==> config.mk <==
export PLATFORM = sky130hd
export DESIGN_NAME = double_ended_queue_top
export DESIGN_NICKNAME = d
export VERILOG_FILES = /design/src/hw/rtl/deq_pkg.sv /design/src/hw/rtl/deq_mem.sv /design/src/hw/rtl/deq_ctrl.sv /design/src/hw/rtl/double_ended_queue_top.sv
export SDC_FILE = /design/constraint.sdc
export NUM_CORES = 1
export LEC_CHECK = 0
export BUFFER_PORTS_ARGS = -buffer_cell sky130_fd_sc_hd__buf_2
export CORE_ASPECT_RATIO = 0.5
export CORE_UTILIZATION = 40
export CTS_CLUSTER_SIZE = 30
export DETAILED_ROUTE_END_ITERATION = 6
export GPL_TIMING_DRIVEN = 1
export HOLD_SLACK_MARGIN = 0.05
export PLACE_DENSITY = 0.58
export SLEW_MARGIN = 30
export SYNTH_ARGS = -nofsm -noshare
export SYNTH_HDL_FRONTEND = slang
export SYNTH_HIERARCHICAL = 1
export SYNTH_SLANG_ARGS = --single-unit
==> constraint.sdc <==
create_clock -name clk -period 5.3 [get_ports clk]
set_input_delay 1.59 -clock clk [delete_from_list [all_inputs] [get_ports clk]]
set_output_delay 1.59 -clock clk [all_outputs]
set_load 0.05 [all_outputs]
==> src/hw/rtl/deq_pkg.sv <==
`timescale 1ns / 1ps
`default_nettype none
// ----------------------------------------------------------------------------
// Deque package
// Shared widths, operation codes and status codes of the ring-buffer deque.
// ----------------------------------------------------------------------------
package deq_pkg;

	localparam int DATA_W    = 32;
	localparam int OP_W      = 3;
	localparam int STATUS_W  = 2;
	localparam int DEPTH_DEF = 16;

	typedef logic [DATA_W-1:0]   data_t;
	typedef logic [OP_W-1:0]     op_t;
	typedef logic [STATUS_W-1:0] status_t;

	// Operation codes; unused codes behave as a query
	localparam op_t OP_PUSH_REAR  = 3'd0;
	localparam op_t OP_PUSH_FRONT = 3'd1;
	localparam op_t OP_POP_REAR   = 3'd2;
	localparam op_t OP_POP_FRONT  = 3'd3;
	localparam op_t OP_CLEAR      = 3'd4;
	localparam op_t OP_QUERY      = 3'd5;

	// Status codes
	localparam status_t ST_DONE  = 2'd0;
	localparam status_t ST_FULL  = 2'd1;
	localparam status_t ST_EMPTY = 2'd2;

	// Reported for both ends of an empty queue
	localparam data_t EMPTY_VALUE = '1;

endpackage : deq_pkg
`default_nettype wire

==> src/hw/rtl/deq_mem.sv <==
`timescale 1ns / 1ps
`default_nettype none
// ----------------------------------------------------------------------------
// Deque entry store
// One write port, two read ports, read data registered with write forwarding.
// ----------------------------------------------------------------------------
module deq_mem
	import deq_pkg::*;
#(
	parameter int DEPTH = DEPTH_DEF,
	localparam int AW = (DEPTH > 1) ? $clog2(DEPTH) : 1
) (
	input  wire logic          clk,
	input  wire logic          we,
	input  wire logic [AW-1:0] waddr,
	input  wire data_t         wdata,
	input  wire logic          re,
	input  wire logic [AW-1:0] raddr_front,
	input  wire logic [AW-1:0] raddr_rear,
	output data_t              rdata_front,
	output data_t              rdata_rear
);

	data_t mem [DEPTH];
	data_t rdata_front_q;
	data_t rdata_rear_q;

	always_ff @(posedge clk) begin
		if (we) begin
			mem[waddr] <= wdata;
		end
	end

	// Forward the beat being written when a read hits the same slot
	always_ff @(posedge clk) begin
		if (re) begin
			rdata_front_q <= (we && (waddr == raddr_front)) ? wdata : mem[raddr_front];
			rdata_rear_q  <= (we && (waddr == raddr_rear))  ? wdata : mem[raddr_rear];
		end
	end

	assign rdata_front = rdata_front_q;
	assign rdata_rear  = rdata_rear_q;

endmodule : deq_mem
`default_nettype wire

==> src/hw/rtl/deq_ctrl.sv <==
`timescale 1ns / 1ps
`default_nettype none
// ----------------------------------------------------------------------------
// Deque controller
// Head and count registers, store write and read addressing, result framing.
// ----------------------------------------------------------------------------
module deq_ctrl
	import deq_pkg::*;
#(
	parameter int DEPTH = DEPTH_DEF,
	localparam int AW = (DEPTH > 1) ? $clog2(DEPTH) : 1,
	localparam int CW = $clog2(DEPTH + 1)
) (
	input  wire logic          clk,
	input  wire logic          arst_n,
	input  wire logic          start,
	output logic               busy,
	input  wire op_t           operation,
	input  wire data_t         value,
	output logic               mem_we,
	output logic [AW-1:0]      mem_waddr,
	output data_t              mem_wdata,
	output logic               mem_re,
	output logic [AW-1:0]      mem_raddr_front,
	output logic [AW-1:0]      mem_raddr_rear,
	input  wire data_t         mem_rdata_front,
	input  wire data_t         mem_rdata_rear,
	output logic               done,
	output data_t              front_value,
	output data_t              rear_value,
	output logic [CW-1:0]      count,
	output logic               is_empty,
	output status_t            status
);

	typedef enum logic {
		S_IDLE,
		S_RESP
	} state_t;

	state_t         state_q;
	logic [AW-1:0]  head_q;
	logic [CW-1:0]  cnt_q;
	status_t        status_q;

	logic           accept;
	logic [AW-1:0]  head_nxt;
	logic [CW-1:0]  cnt_nxt;
	logic [CW-1:0]  cnt_m1;
	status_t        status_nxt;
	logic           full;
	logic           empty;

	function automatic logic [AW-1:0] ring_add(input logic [AW-1:0] base,
	                                           input logic [AW-1:0] offs);
		logic [AW:0] sum;
		sum = {1'b0, base} + {1'b0, offs};
		if (sum >= (AW+1)'(DEPTH)) begin
			sum = sum - (AW+1)'(DEPTH);
		end
		return sum[AW-1:0];
	endfunction

	function automatic logic [AW-1:0] ring_inc(input logic [AW-1:0] idx);
		return (idx == AW'(DEPTH - 1)) ? '0 : idx + AW'(1);
	endfunction

	function automatic logic [AW-1:0] ring_dec(input logic [AW-1:0] idx);
		return (idx == '0) ? AW'(DEPTH - 1) : idx - AW'(1);
	endfunction

	assign busy   = (state_q != S_IDLE);
	assign accept = start && !busy;
	assign full   = (cnt_q == CW'(DEPTH));
	assign empty  = (cnt_q == '0);

	always_comb begin
		head_nxt   = head_q;
		cnt_nxt    = cnt_q;
		status_nxt = ST_DONE;
		mem_we     = 1'b0;
		mem_waddr  = ring_add(head_q, cnt_q[AW-1:0]);
		mem_wdata  = value;
		if (accept) begin
			case (operation)
				OP_PUSH_REAR: begin
					if (full) begin
						status_nxt = ST_FULL;
					end else begin
						mem_we  = 1'b1;
						cnt_nxt = cnt_q + CW'(1);
					end
				end
				OP_PUSH_FRONT: begin
					if (full) begin
						status_nxt = ST_FULL;
					end else begin
						head_nxt  = ring_dec(head_q);
						mem_we    = 1'b1;
						mem_waddr = head_nxt;
						cnt_nxt   = cnt_q + CW'(1);
					end
				end
				OP_POP_REAR: begin
					if (empty) begin
						status_nxt = ST_EMPTY;
					end else begin
						cnt_nxt = cnt_q - CW'(1);
					end
				end
				OP_POP_FRONT: begin
					if (empty) begin
						status_nxt = ST_EMPTY;
					end else begin
						head_nxt = ring_inc(head_q);
						cnt_nxt  = cnt_q - CW'(1);
					end
				end
				OP_CLEAR: begin
					head_nxt = '0;
					cnt_nxt  = '0;
				end
				default: begin
				end
			endcase
		end
	end

	// Read both ends as they stand after the operation
	assign cnt_m1          = cnt_nxt - CW'(1);
	assign mem_re          = accept;
	assign mem_raddr_front = head_nxt;
	assign mem_raddr_rear  = ring_add(head_nxt, cnt_m1[AW-1:0]);

	always_ff @(posedge clk or negedge arst_n) begin
		if (!arst_n) begin
			state_q  <= S_IDLE;
			head_q   <= '0;
			cnt_q    <= '0;
			status_q <= ST_DONE;
		end else begin
			case (state_q)
				S_IDLE: begin
					if (accept) begin
						head_q   <= head_nxt;
						cnt_q    <= cnt_nxt;
						status_q <= status_nxt;
						state_q  <= S_RESP;
					end
				end
				S_RESP: begin
					state_q <= S_IDLE;
				end
				default: begin
					state_q <= S_IDLE;
				end
			endcase
		end
	end

	assign done        = (state_q == S_RESP);
	assign is_empty    = (cnt_q == '0);
	assign count       = cnt_q;
	assign status      = status_q;
	assign front_value = is_empty ? EMPTY_VALUE : mem_rdata_front;
	assign rear_value  = is_empty ? EMPTY_VALUE : mem_rdata_rear;

	a_count_bound: assert property (@(posedge clk) disable iff (!arst_n)
		cnt_q <= CW'(DEPTH))
		else $error("stored count beyond depth");

	a_accept_done: assert property (@(posedge clk) disable iff (!arst_n)
		accept |=> done)
		else $error("accepted beat without result next cycle");

	a_done_single: assert property (@(posedge clk) disable iff (!arst_n)
		done |=> !done)
		else $error("result strobe held longer than one cycle");

	a_full_flag: assert property (@(posedge clk) disable iff (!arst_n)
		done && (status == ST_FULL) |-> count == CW'(DEPTH))
		else $error("push dropped while not full");

	a_empty_flag: assert property (@(posedge clk) disable iff (!arst_n)
		done && (status == ST_EMPTY) |-> is_empty)
		else $error("pop flagged empty on non-empty queue");

endmodule : deq_ctrl
`default_nettype wire

==> src/hw/rtl/double_ended_queue_top.sv <==
`timescale 1ns / 1ps
`default_nettype none
// ----------------------------------------------------------------------------
// Double-ended queue
// Bounded deque of signed 32-bit values held in a ring-buffer store.
// ----------------------------------------------------------------------------
// Pulse start with an operation (push rear, push front, pop rear, pop front,
// clear, query) while busy is low. Each operation runs in two steps: the
// accept edge updates the head and count and writes the pushed value, and
// the store's registered read then delivers both ends, so busy is high for
// the single cycle in which done marks the result beat. The result
// cannot be held off: capture it in the cycle done is high. front_value and
// rear_value read -1 when the queue is empty. A push on a full queue is
// dropped with status 1, a pop on an empty queue is ignored with status 2,
// and clear returns both ends to the first slot. Store contents are not
// cleared at reset and need no clearing pass: only occupied slots are read.
// ----------------------------------------------------------------------------
module double_ended_queue_top
	import deq_pkg::*;
#(
	parameter int DEPTH = DEPTH_DEF,
	localparam int AW = (DEPTH > 1) ? $clog2(DEPTH) : 1,
	localparam int CW = $clog2(DEPTH + 1)
) (
	input  wire logic          clk,
	input  wire logic          arst_n,
	input  wire logic          start,
	output logic               busy,
	input  wire op_t           operation,
	input  wire data_t         value,
	output logic               done,
	output data_t              front_value,
	output data_t              rear_value,
	output logic [CW-1:0]      count,
	output logic               is_empty,
	output status_t            status
);

	// Store port wiring between controller and entry memory
	logic          mem_we;
	logic [AW-1:0] mem_waddr;
	data_t         mem_wdata;
	logic          mem_re;
	logic [AW-1:0] mem_raddr_front;
	logic [AW-1:0] mem_raddr_rear;
	data_t         mem_rdata_front;
	data_t         mem_rdata_rear;

	// Pointer update, addressing and result framing
	deq_ctrl #(
		.DEPTH (DEPTH)
	) u_ctrl (
		.clk             (clk),
		.arst_n          (arst_n),
		.start           (start),
		.busy            (busy),
		.operation       (operation),
		.value           (value),
		.mem_we          (mem_we),
		.mem_waddr       (mem_waddr),
		.mem_wdata       (mem_wdata),
		.mem_re          (mem_re),
		.mem_raddr_front (mem_raddr_front),
		.mem_raddr_rear  (mem_raddr_rear),
		.mem_rdata_front (mem_rdata_front),
		.mem_rdata_rear  (mem_rdata_rear),
		.done            (done),
		.front_value     (front_value),
		.rear_value      (rear_value),
		.count           (count),
		.is_empty        (is_empty),
		.status          (status)
	);

	// Ring storage; forwarding covers a push read back in the same cycle
	deq_mem #(
		.DEPTH (DEPTH)
	) u_mem (
		.clk         (clk),
		.we          (mem_we),
		.waddr       (mem_waddr),
		.wdata       (mem_wdata),
		.re          (mem_re),
		.raddr_front (mem_raddr_front),
		.raddr_rear  (mem_raddr_rear),
		.rdata_front (mem_rdata_front),
		.rdata_rear  (mem_rdata_rear)
	);

endmodule : double_ended_queue_top
`default_nettype wire

==> results of run 1 <==
## layer usage
layer  GRT usage  share of wire
met1       0.313           0.42
met2       0.362           0.48
met3      0.0397          0.076
met4      0.0589          0.023
met5           0        0.00018
## flip-flops by register name, indices dropped and copies added, names as in the netlist
| name | flops |
|---|---|
| u_mem/mem | 512 |
| u_ctrl/count | 5 |
| u_ctrl/busy | 1 |
| u_mem/rdata_rear | 32 |
| u_mem/rdata_front | 32 |
| u_ctrl/status | 2 |
| u_ctrl/head_q | 4 |
## power breakdown
part,switching (uW),internal [uW]
logic,6730,5800
clock network,1760,2290
registers,188,5760
total,8690,13900
## Yosys cell counts (10+ instances only)
master / n
edfxtp_1: 576
mux4_2: 258
a22oi_1: 125
nand2_1: 79
nand2b_1: 69
mux2_2: 65
clkbuf_1: 52
buf_2: 38
buf_4: 33
nor2_1: 22
buf_1: 13
dfrtp_1: 12
ha_1: 12
a21oi_1: 10
## critical path, delay by kind of cell
kind,cells,cell delay [ns]
AOI/OAI and AO/OA,6,1.32
xor gates and xnor gates,3,0.46
adders and majority gates,2,0.57
buffers and inverters,5,0.66
muxes,1,0.26
and+or+nand+nor,3,0.50
## metrics by stage
step                      hold slack [ns]  setup TNS, ns
final                               0.483              0
after global placement              0.470          -5.98
after CTS                           0.490              0
after global routing                0.519              0
after detailed placement            0.475          -7.44
after floorplan                     0.623              0
## final cells by class
cell class                      count  area, sq um  share of cell area
Tap cell                          897         1120              0.0351
Clock inverter                     36          398              0.0124
Inverter                           11         72.6             0.00227
Timing Repair Buffer              229         1870              0.0584
Clock buffer                       63         1410              0.0439
Sequential cell                   588        17600               0.550
Multi-Input combinational cell    739         9550               0.298
## logic make-up (layout without fill, tap and decap cells)
logic type      Yosys count  after routing  share of synthesized area
xor+xnor                 17             17                    0.00566
buf+inv                 148            339                     0.0268
simple gates            210            210                     0.0402
fa+ha+maj                14             14                    0.00688
compound gates          172            172                     0.0458
flops                   588            588                      0.637
mux                     326            326                      0.238
## how the worst min path moves through the flow
stage                                  end  cells after the start
after CTS                 u_ctrl/status[0]                      2
after global routing      u_ctrl/status[1]                      2
after detailed placement  u_ctrl/status[0]                      2
final                     u_ctrl/status[1]                      2
after global placement    u_ctrl/status[0]                      2
after floorplan           u_ctrl/head_q[2]                      2
==> impl_results.md, run 1 <==
* Status: complete, no violations
* Worst setup EP type: register
* Drt first pass iters at 6
* Register-to-Register Path Depth at 21
* Setup Buffers After CTS at 0
* Critical Path AT at 5.39 ns
* Worst-path maximum fanout at 18
* Hold_sp: u_ctrl/status[1]
* Die area at 0.0702 sq mm
* Total CTS buffers at 55
* Max Cap Viol at 0
* RSZ-0062 raised after global routing: false
* Syn Inst Count at 1475
* Mapped Nets at 1527
* Worst setup SP type: primary input
* GPL Wtd Cong at 0.807
* Synth Area per Inst at 18.7 sq um
* Via/cell ratio at 6.12
* DRC at 0
* Post-synth EDFFs at 576
* Number of global-route vias before repair at 16.5k
* Leakage Power at 0.0105 uW
* Grt ovf at 0
* Synth unique cells at 60
* Post-synthesis to final-layout area growth at 15.9%
* Fin. Hold Viols at 0
* Post-DP HPWL at 46000 microns
* Most common cell after layout, fill and taps aside: edfxtp_1
* H-tree levels at 2
* Dominant synthesized flop cell: edfxtp_1
* Cell total after placement at 2464
* Power Dens Cells at 704 mW/mm^2
* Register-to-Register Setup Slack at 0.48 ns
* # fillers at 5555
* Die Span Y at 188 microns
* Top post-synthesis cells by area: edfxtp_1, mux4_2, a22oi_1
* Worst EP required at 5.70 ns
* Crit-path cells: buf_2, o21ai_0, nand2_2, o31ai_1, a221o_1, inv_1, ha_1, inv_1, ha_1, a21o_1, a21oi_1, xnor2_1, xnor2_2, xnor2_2, buf_12, and2_1, buf_12, a22oi_1, nand2_1, mux2_2
* Final cell area excluding filler cells at 0.0320 sq mm
* Worst Setup SP: operation[1]
* I/O pin count at 112
* Yosys reg bits at 588
* Chip Width at 374 microns
* Max incr delay on CP at 0.30 ns
* CTS tree: done
* Critical R2R Capture: u_mem/rdata_rear[5]
* Bufs on Longest Clock Path at 3
* Worst-Margin Slew at 1.03 ns
* Register area share after synthesis at 0.637
* Max VDD drop at 402 uV
* Post-synth ARST share at 0.0204
* First-pass GRT wire length at 114000 microns
* Total GRT Usage at 0.223
* Pin count of the biggest net entering global routing at 69
* Setup Viol. Count Final at 0
* Final non-filler cell total at 2563
* Final ANT Viol Nets at 0
* Ant diodes at 0
* Hold crit path type: reg2reg
* Crit share post-route at 0.942
* Num rows at 67
* Routed vias at 15.7k
* Total power at 22500 uW
* Worst setup endpoint: u_mem/rdata_rear[5]
* Slew Limit Fails at 0
* Clock sink count at 588
* CTS clk-pin slew, worst paths at 0.07 ns
* Setup Skew at 0.0306 ns
* Initial drt markers at 1765
* Yosys top cell by area: edfxtp_1
* Detailed-route wire length per cell at 30.4 microns
* Drt total wl at 77800 microns
* Initial antenna violation count at 1
* Initial core utilization at 0.408
* CP Class: in2reg
* Fraction of layout cells with a size suffix above 1 at 0.400
* Slew margin rel. at 0.314
* Clock root buffer: clkbuf_16
* Final Util at 0.473
* Insertion delay to the later sink of the worst-skew pair at 0.64 ns
* Post-synth top area share at 0.626
* Yosys warning total at 6
* CTS resizes at 0
* # nets final at 1676
* Post-route setup slack at 0.307 ns
* # hold bufs at CTS at 0
* Pre-CTS WS at -0.266 ns
* Tmin final at 4.99 ns
* Most used cells in the layout excluding fill and tap cells: edfxtp_1, mux4_2, a22oi_1
* Slowest CP cell: ha_1
* PortBufs at 111
* Reg-to-reg startpoint: u_ctrl/count[0]
* Core ar. at 0.0677 sq mm
* Synthesized area at 0.0276 sq mm
* F_max at 0.200 GHz
* DP Area at 0.0302 sq mm
(Power assumes the default switching activity.)
==> run 2: changes to the inputs <==
--- a/config.mk
+++ b/config.mk
@@ -11,8 +11,8 @@
 export CTS_CLUSTER_SIZE = 30
 export DETAILED_ROUTE_END_ITERATION = 6
 export GPL_TIMING_DRIVEN = 1
-export HOLD_SLACK_MARGIN = 0.05
-export PLACE_DENSITY = 0.58
+export HOLD_SLACK_MARGIN = 0.02
+export PLACE_DENSITY_LB_ADDON = 0.25
 export SLEW_MARGIN = 30
 export SYNTH_ARGS = -nofsm -noshare
 export SYNTH_HDL_FRONTEND = slang
==> constraint.sdc (replaced) <==
create_clock -name clk -period 5.1 [get_ports clk]
set_input_delay 1.53 -clock clk [delete_from_list [all_inputs] [get_ports clk]]
set_output_delay 1.53 -clock clk [all_outputs]
set_load 0.05 [all_outputs]
==> run 2 against run 1 <==
  * Combinational power increased by 6%
  * Sequential share of layout area decreased by 0.33 points
  * Design area rose by 0.61%
  * Clock skew fell by 0.0059 ns
  * Wire length is 0.72% lower
  * Critical path type unchanged
  * Critical endpoint is now u_mem/rdata_rear[20]
  * Total power is 3.4% higher
==> impl_results.md, run 2 (synthesis results as in run 1) <==
* Power Dens Cells at 724 mW/mm^2 (+2.8%)
* Num rows at 67 (unchanged)
* Initial antenna violation count at 3 (+2)
* I/O pin count at 112 (unchanged)
* Critical Path AT at 5.16 ns (-0.23 ns)
* Final ANT Viol Nets at 0 (unchanged)
* Buf/Inv on CP at 6 (+1)
* F_max at 0.209 GHz
* DRC at 0 (unchanged)
* Routing usage on met2 at 0.354 (-0.00729)
* Clock sink count at 588 (unchanged)
* Worst path most repeated cell: buf_4
* Initial core utilization at 0.408 (unchanged)
* Total GRT Usage at 0.222 (-0.00167)
* Via/cell ratio at 6.16 (+0.65%)
* Insertion delay to the later sink of the worst-skew pair at 0.63 ns (about the same)
* Core ar. at 0.0677 sq mm (unchanged)
* H-tree levels at 2 (unchanged)
* Max VDD drop at 609 uV (+52%)
* Slew Limit Fails at 0 (unchanged)
* Routed vias at 15.9k (+1.4%)
* # nets final at 1693 (+1.0%)
* Grt ovf at 0 (unchanged)
* Detailed-route wire length per cell at 29.9 microns (-1.4%)
* Most used cells in the layout excluding fill and tap cells: edfxtp_1, mux4_2, a22oi_1
* Post-DP HPWL at 46000 microns (about the same)
* CTS tree: done
* Worst-Margin Slew at 0.968 ns (-0.0608 ns)
* Worst-path maximum fanout at 24 (+6)
* Status: complete, no violations
* Worst setup EP type: register
* Crit-path cells: buf_2, nand2b_4, inv_16, buf_4, o21ai_0, a21oi_1, buf_4, o22ai_4, ha_4, fa_4, buf_12, buf_4, mux4_2, a22oi_1, nand2_1, mux2_2
* Hold crit path type: reg2reg
* Die Span Y at 188 microns (unchanged)
* Max incr delay on CP at 0.81 ns (+0.51 ns)
* Pin count of the biggest net entering global routing at 73 (+5.8%)
* First-pass GRT wire length at 114000 microns (-0.38%)
* Reg with most FFs: u_mem/mem
* Setup Viol. Count Final at 0 (unchanged)
* Setup Skew at 0.0247 ns (-0.00587 ns)
* Final non-filler cell total at 2582 (+0.74%)
* Max Cap Viol at 0 (unchanged)
* GPL Wtd Cong at 0.835 (+3.4%)
* Clock root buffer: clkbuf_16
* Fin. Hold Viols at 0 (unchanged)
* CTS resizes at 0 (unchanged)
* CP delay by family, top: buffers and inverters
* Met1 GRT Util at 0.310 (-0.00347)
* Worst setup SP type: primary input
* # fillers at 5484 (-1.3%)
* Setup Buffers After CTS at 0 (unchanged)
* Fraction of layout cells with a size suffix above 1 at 0.404 (+0.00428)
* CTS clk-pin slew, worst paths at 0.06 ns (about the same)
* Worst EP required at 5.47 ns (-0.23 ns)
* PortBufs at 111 (unchanged)
* Leakage Power at 0.0106 uW (+0.79%)
* GRT busiest layer: met2
* Crit share post-route at 0.940
* RSZ-0062 raised after global routing: false
* Slowest CP cell: fa_4
* Total CTS buffers at 55 (unchanged)
* Number of global-route vias before repair at 16.7k (+1.5%)
* Max reg flops at 512 (unchanged)
* Bufs on Longest Clock Path at 3 (unchanged)
* Post-synthesis to final-layout area growth at 16.6%
* Met3 Use GR at 0.0455 (+0.00578)
* Final Util at 0.476 (+0.00289)
* # hold bufs at CTS at 0 (unchanged)
* Hold WS at 0.518 ns (+0.0355 ns)
* CP Class: in2reg
* Tmin final at 4.80 ns
* Initial drt markers at 1866 (+5.7%)
* Drt total wl at 77300 microns (-0.72%)
* Cell total after placement at 2481 (+0.69%)
* Die area at 0.0702 sq mm (unchanged)
* Drt first pass iters at 5 (-1)
* Most common cell after layout, fill and taps aside: edfxtp_1
* Chip Width at 374 microns (unchanged)
* Slew margin rel. at 0.348 (+0.0337)
## run 2: cell types whose count changed in the layout (fill, tap and decap cells not counted), moves of 2 or more
cell,previous run,this run
diode_2,0,2
buf_12,34,50
clkinv_2,7,9
buf_4,83,85
inv_16,0,2
clkbuf_16,55,57
clkbuf_1,8,11
bufinv_16,9,2
## run 2: tightest hold or removal path: cells and delay by family (launching register included)
kind | cells | cell delay, ns
compound gates | 1 | 0.07
flops | 1 | 0.36
simple gates | 1 | 0.05
## run 2: report_power, final
part | total, uW | switching, uW | leakage [uW] | internal (uW)
Clock | 3940 | 1810 | 0.000820 | 2140
Sequential | 6140 | 156 | 0.00537 | 5990
Combinational | 13200 | 7050 | 0.00439 | 6190
## run 2: layout make-up
cell class | count | area [sq um] | share of cell area
tap | 897 | 1120 | 0.0348
inverter | 11 | 62.6 | 0.00194
antenna | 2 | 5.00 | 0.000155
clock buffer | 68 | 1470 | 0.0456
clock inverter | 31 | 205 | 0.00637
sequential | 588 | 17600 | 0.546
multi-input combinational | 739 | 9560 | 0.297
timing repair buffer | 246 | 2190 | 0.0681
## run 2: through the flow
stage,area [sq um],setup TNS (ns),power [uW],setup WS [ns]
6_report,32200,0,23300,0.304
3_3_place_gp,30500,-6.40,19300,-0.242
3_5_place_dp,30500,-9.27,19500,-0.289
2_1_floorplan,27700,0,14600,0.0315
5_1_grt,32200,0,24300,0.0912
4_1_cts,32200,0,23500,0.334
## run 2: final timing paths
check / from / end / slack, ns / cells after the start
worst max-delay path: start / u_mem/rdata_rear[20] / 0.30 / 16
worst min register to register: u_ctrl/status[1] / u_ctrl/status[1] / 0.52 / 2
worst max register to register: u_ctrl/count[1] / u_mem/rdata_rear[20] / 0.38 / 22
max in group asynchronous: arst_n / u_ctrl/head_q[3] / 4.06 / 1
worst min-delay path: u_ctrl/status[1] / u_ctrl/status[1] / 0.52 / 2
min in group asynchronous: arst_n / u_ctrl/busy / 0.80 / 1
## run 2: per-layer routing
layer,up-vias,wire length (microns)
li1,6505,-
met1,8524,32000
met2,758,36600
met3,112,6900
met4,2,1710
met5,-,9
==> run 3: changes to the inputs <==
--- a/config.mk
+++ b/config.mk
@@ -7,12 +7,14 @@
 export LEC_CHECK = 0
 export BUFFER_PORTS_ARGS = -buffer_cell sky130_fd_sc_hd__buf_2
 export CORE_ASPECT_RATIO = 0.5
+export CORE_MARGIN = 2
 export CORE_UTILIZATION = 40
 export CTS_CLUSTER_SIZE = 30
 export DETAILED_ROUTE_END_ITERATION = 6
 export GPL_TIMING_DRIVEN = 1
 export HOLD_SLACK_MARGIN = 0.02
 export PLACE_DENSITY_LB_ADDON = 0.25
+export REMOVE_ABC_BUFFERS = 1
 export SLEW_MARGIN = 30
 export SYNTH_ARGS = -nofsm -noshare
 export SYNTH_HDL_FRONTEND = slang
==> run 3 against run 2 <==
  * Sequential power about the same
  * Clock power increased by 7.6%
  * Via count shrank 0.52%
  * Critical path type unchanged
  * Critical endpoint is now u_mem/rdata_rear[29]
  * Largest cell class unchanged
  * Largest power group unchanged
  * Highest routed layer is now met4
==> impl_results.md, run 3 (synthesis results as in run 1) <==
* Max Cap Viol at 0 (unchanged)
* Die area at 0.0713 sq mm (+1.6%)
* Reg-to-reg startpoint: u_ctrl/count[1]
* Total power at 22900 uW (-1.7%)
* Total CTS buffers at 54 (-1.8%)
* Bufs on Longest Clock Path at 3 (unchanged)
* Slew Limit Fails at 0 (unchanged)
* Reg with most FFs: u_mem/mem
* CP Class: in2reg
* Initial antenna violation count at 0 (-3)
* GPL Wtd Cong at 0.808 (-3.2%)
* Final cell area excluding filler cells at 0.0321 sq mm (-0.39%)
* Worst-Margin Slew at 0.976 ns (+0.00803 ns)
* Slew margin rel. at 0.349 (+0.00147)
* Max reg flops at 512 (unchanged)
* Worst Setup SP: operation[1]
* Pre-CTS WS at -0.414 ns (-0.124 ns)
* Post-DP HPWL at 44100 microns (-4.1%)
* CTS clk-pin slew, worst paths at 0.07 ns (about the same)
* DP Area at 0.0302 sq mm (-0.97%)
* Power Dens Cells at 714 mW/mm^2 (-1.4%)
* Crit share post-route at 0.963 (+0.0223)
* Drt total wl at 75000 microns (-2.9%)
* DRC at 0 (unchanged)
* Leakage Power at 0.0106 uW (-0.35%)
* Most used cells in the layout excluding fill and tap cells: edfxtp_1, mux4_2, a22oi_1
* Hold_sp: u_ctrl/status[0]
* Register-to-Register Setup Slack at 0.25 ns (-0.13 ns)
* Setup Skew at 0.0363 ns (+0.0115 ns)
* Die Span Y at 190 microns (+1.1%)
* Grt ovf at 0 (unchanged)
* Fin. Hold Viols at 0 (unchanged)
* Total GRT Usage at 0.210 (-0.0114)
* Insertion delay to the later sink of the worst-skew pair at 0.64 ns (about the same)
* Status: complete, no violations
* Detailed-route wire length per cell at 29.0 microns (-3.0%)
* CTS tree: done
* Number of global-route vias before repair at 16.6k (-0.77%)
* Hold crit path type: reg2reg
* First-pass GRT wire length at 110000 microns (-3.5%)
* Final ANT Viol Nets at 0 (unchanged)
* Core ar. at 0.0687 sq mm (+1.5%)
* Via/cell ratio at 6.12 (-0.64%)
* Critical Path AT at 5.29 ns (+0.13 ns)
* Drt first pass iters at 5 (unchanged)
* Initial drt markers at 1750 (-6.2%)
* Max VDD drop at 643 uV (+5.6%)
* Worst setup SP type: primary input
* Clock root buffer: clkbuf_16
* Cell total after placement at 2484 (+0.12%)
* Worst-path maximum fanout at 67 (+180%)
* Initial core utilization at 0.402 (-0.00601)
* Worst EP required at 5.48 ns (about the same)
* I/O pin count at 112 (unchanged)
* Tmin final at 4.91 ns (+0.114 ns)
* Worst setup endpoint: u_mem/rdata_rear[29]
* Critical R2R Capture: u_mem/rdata_rear[29]
* F_max at 0.204 GHz (-2.3%)
* Setup Viol. Count Final at 0 (unchanged)
* # nets final at 1682 (-0.65%)
* Chip Width at 376 microns (+0.54%)
* Post-route setup slack at 0.190 ns (-0.114 ns)
* Fraction of layout cells with a size suffix above 1 at 0.406 (+0.00157)
* Pin count of the biggest net entering global routing at 127 (+74%)
* Register-to-Register Path Depth at 17 (-23%)
* Final non-filler cell total at 2585 (+0.12%)
* Routed vias at 15.8k (-0.52%)
* Worst setup EP type: register
* Most common cell after layout, fill and taps aside: edfxtp_1
* Post-synthesis to final-layout area growth at 16.1%
* PortBufs at 111 (unchanged)
* RSZ-0062 raised after global routing: false
* # fillers at 5637 (+2.8%)
* H-tree levels at 2 (unchanged)
* Num rows at 68 (+1.5%)
* Clock sink count at 588 (unchanged)
run 3: changes by cell type in the layout (fill, tap and decap cells not counted), sizes merged:
cell    delta
diode      -1
buf       -10
clkinv     +3
inv        -2
bufinv     +6
clkbuf     -6
run 3: area by class of cell:
cell class / count / area [sq um] / area share
Clock buffer: 62 / 1400 / 0.0437
Antenna cell: 1 / 2.50 / 0.0000780
Clock inverter: 38 / 439 / 0.0137
Sequential cell: 588 / 17600 / 0.548
Timing Repair Buffer: 236 / 1950 / 0.0607
Tap cell: 910 / 1140 / 0.0355
Inverter: 11 / 46.3 / 0.00144
Multi-Input combinational cell: 739 / 9520 / 0.297
run 3: routing by layer:
layer / wire (microns) / vias to the layer above / track usage
met2: 36200 / 698 / 0.343
li1: - / 6470 / -
met5: 0 / - / 0
met1: 31000 / 8516 / 0.291
met3: 6080 / 134 / 0.0416
met4: 1690 / 0 / 0.0561
run 3: how the worst min path moves through the flow:
stage / cells after the start / to / slack [ns]
detailed placement: 2 / u_ctrl/status[0] / 0.47
global placement: 2 / u_ctrl/status[0] / 0.46
finish: 2 / u_ctrl/status[0] / 0.48
floorplan: 1 / u_ctrl/head_q[3] / 0.62
CTS: 2 / u_ctrl/status[0] / 0.49
global route: 2 / u_ctrl/status[1] / 0.52
run 3: what timing repair did:
| item | CTS | global route |
|---|---|---|
| setup buffers | 0 | 0 |
| resized for setup | 0 | 1 |
| hold buffers | 0 | 0 |
| endpoints found under the setup margin | 0 | 2 |
run 3: report_power, final:
part	total [uW]	switching [uW]	internal (uW)
logic	12600	6920	5640
registers	6120	133	5980
clock network	4240	1850	2390
run 3: worst max-delay path: stages:
cell and delay (ns):
buf_2 0.12, o21ai_0 0.23, and2_1 0.24, and3_1 0.17
a221o_1 0.16, inv_1 0.06, ha_1 0.26, inv_1 0.05
buf_4 0.14, fa_4 0.85, buf_12 0.36, mux4_2 0.39
a22oi_1 0.25, nand2_1 0.08, mux2_2 0.26
run 3: stage by stage:
stage | utilization | TNS (ns) | hold slack (ns)
after floorplan | - | -1302.85 | 0.615
after global placement | 0.440 | -17.26 | 0.463
after detailed placement | 0.440 | -18.77 | 0.469
after CTS | 0.467 | 0 | 0.486
after global routing | 0.467 | 0 | 0.517
final | 0.467 | 0 | 0.483
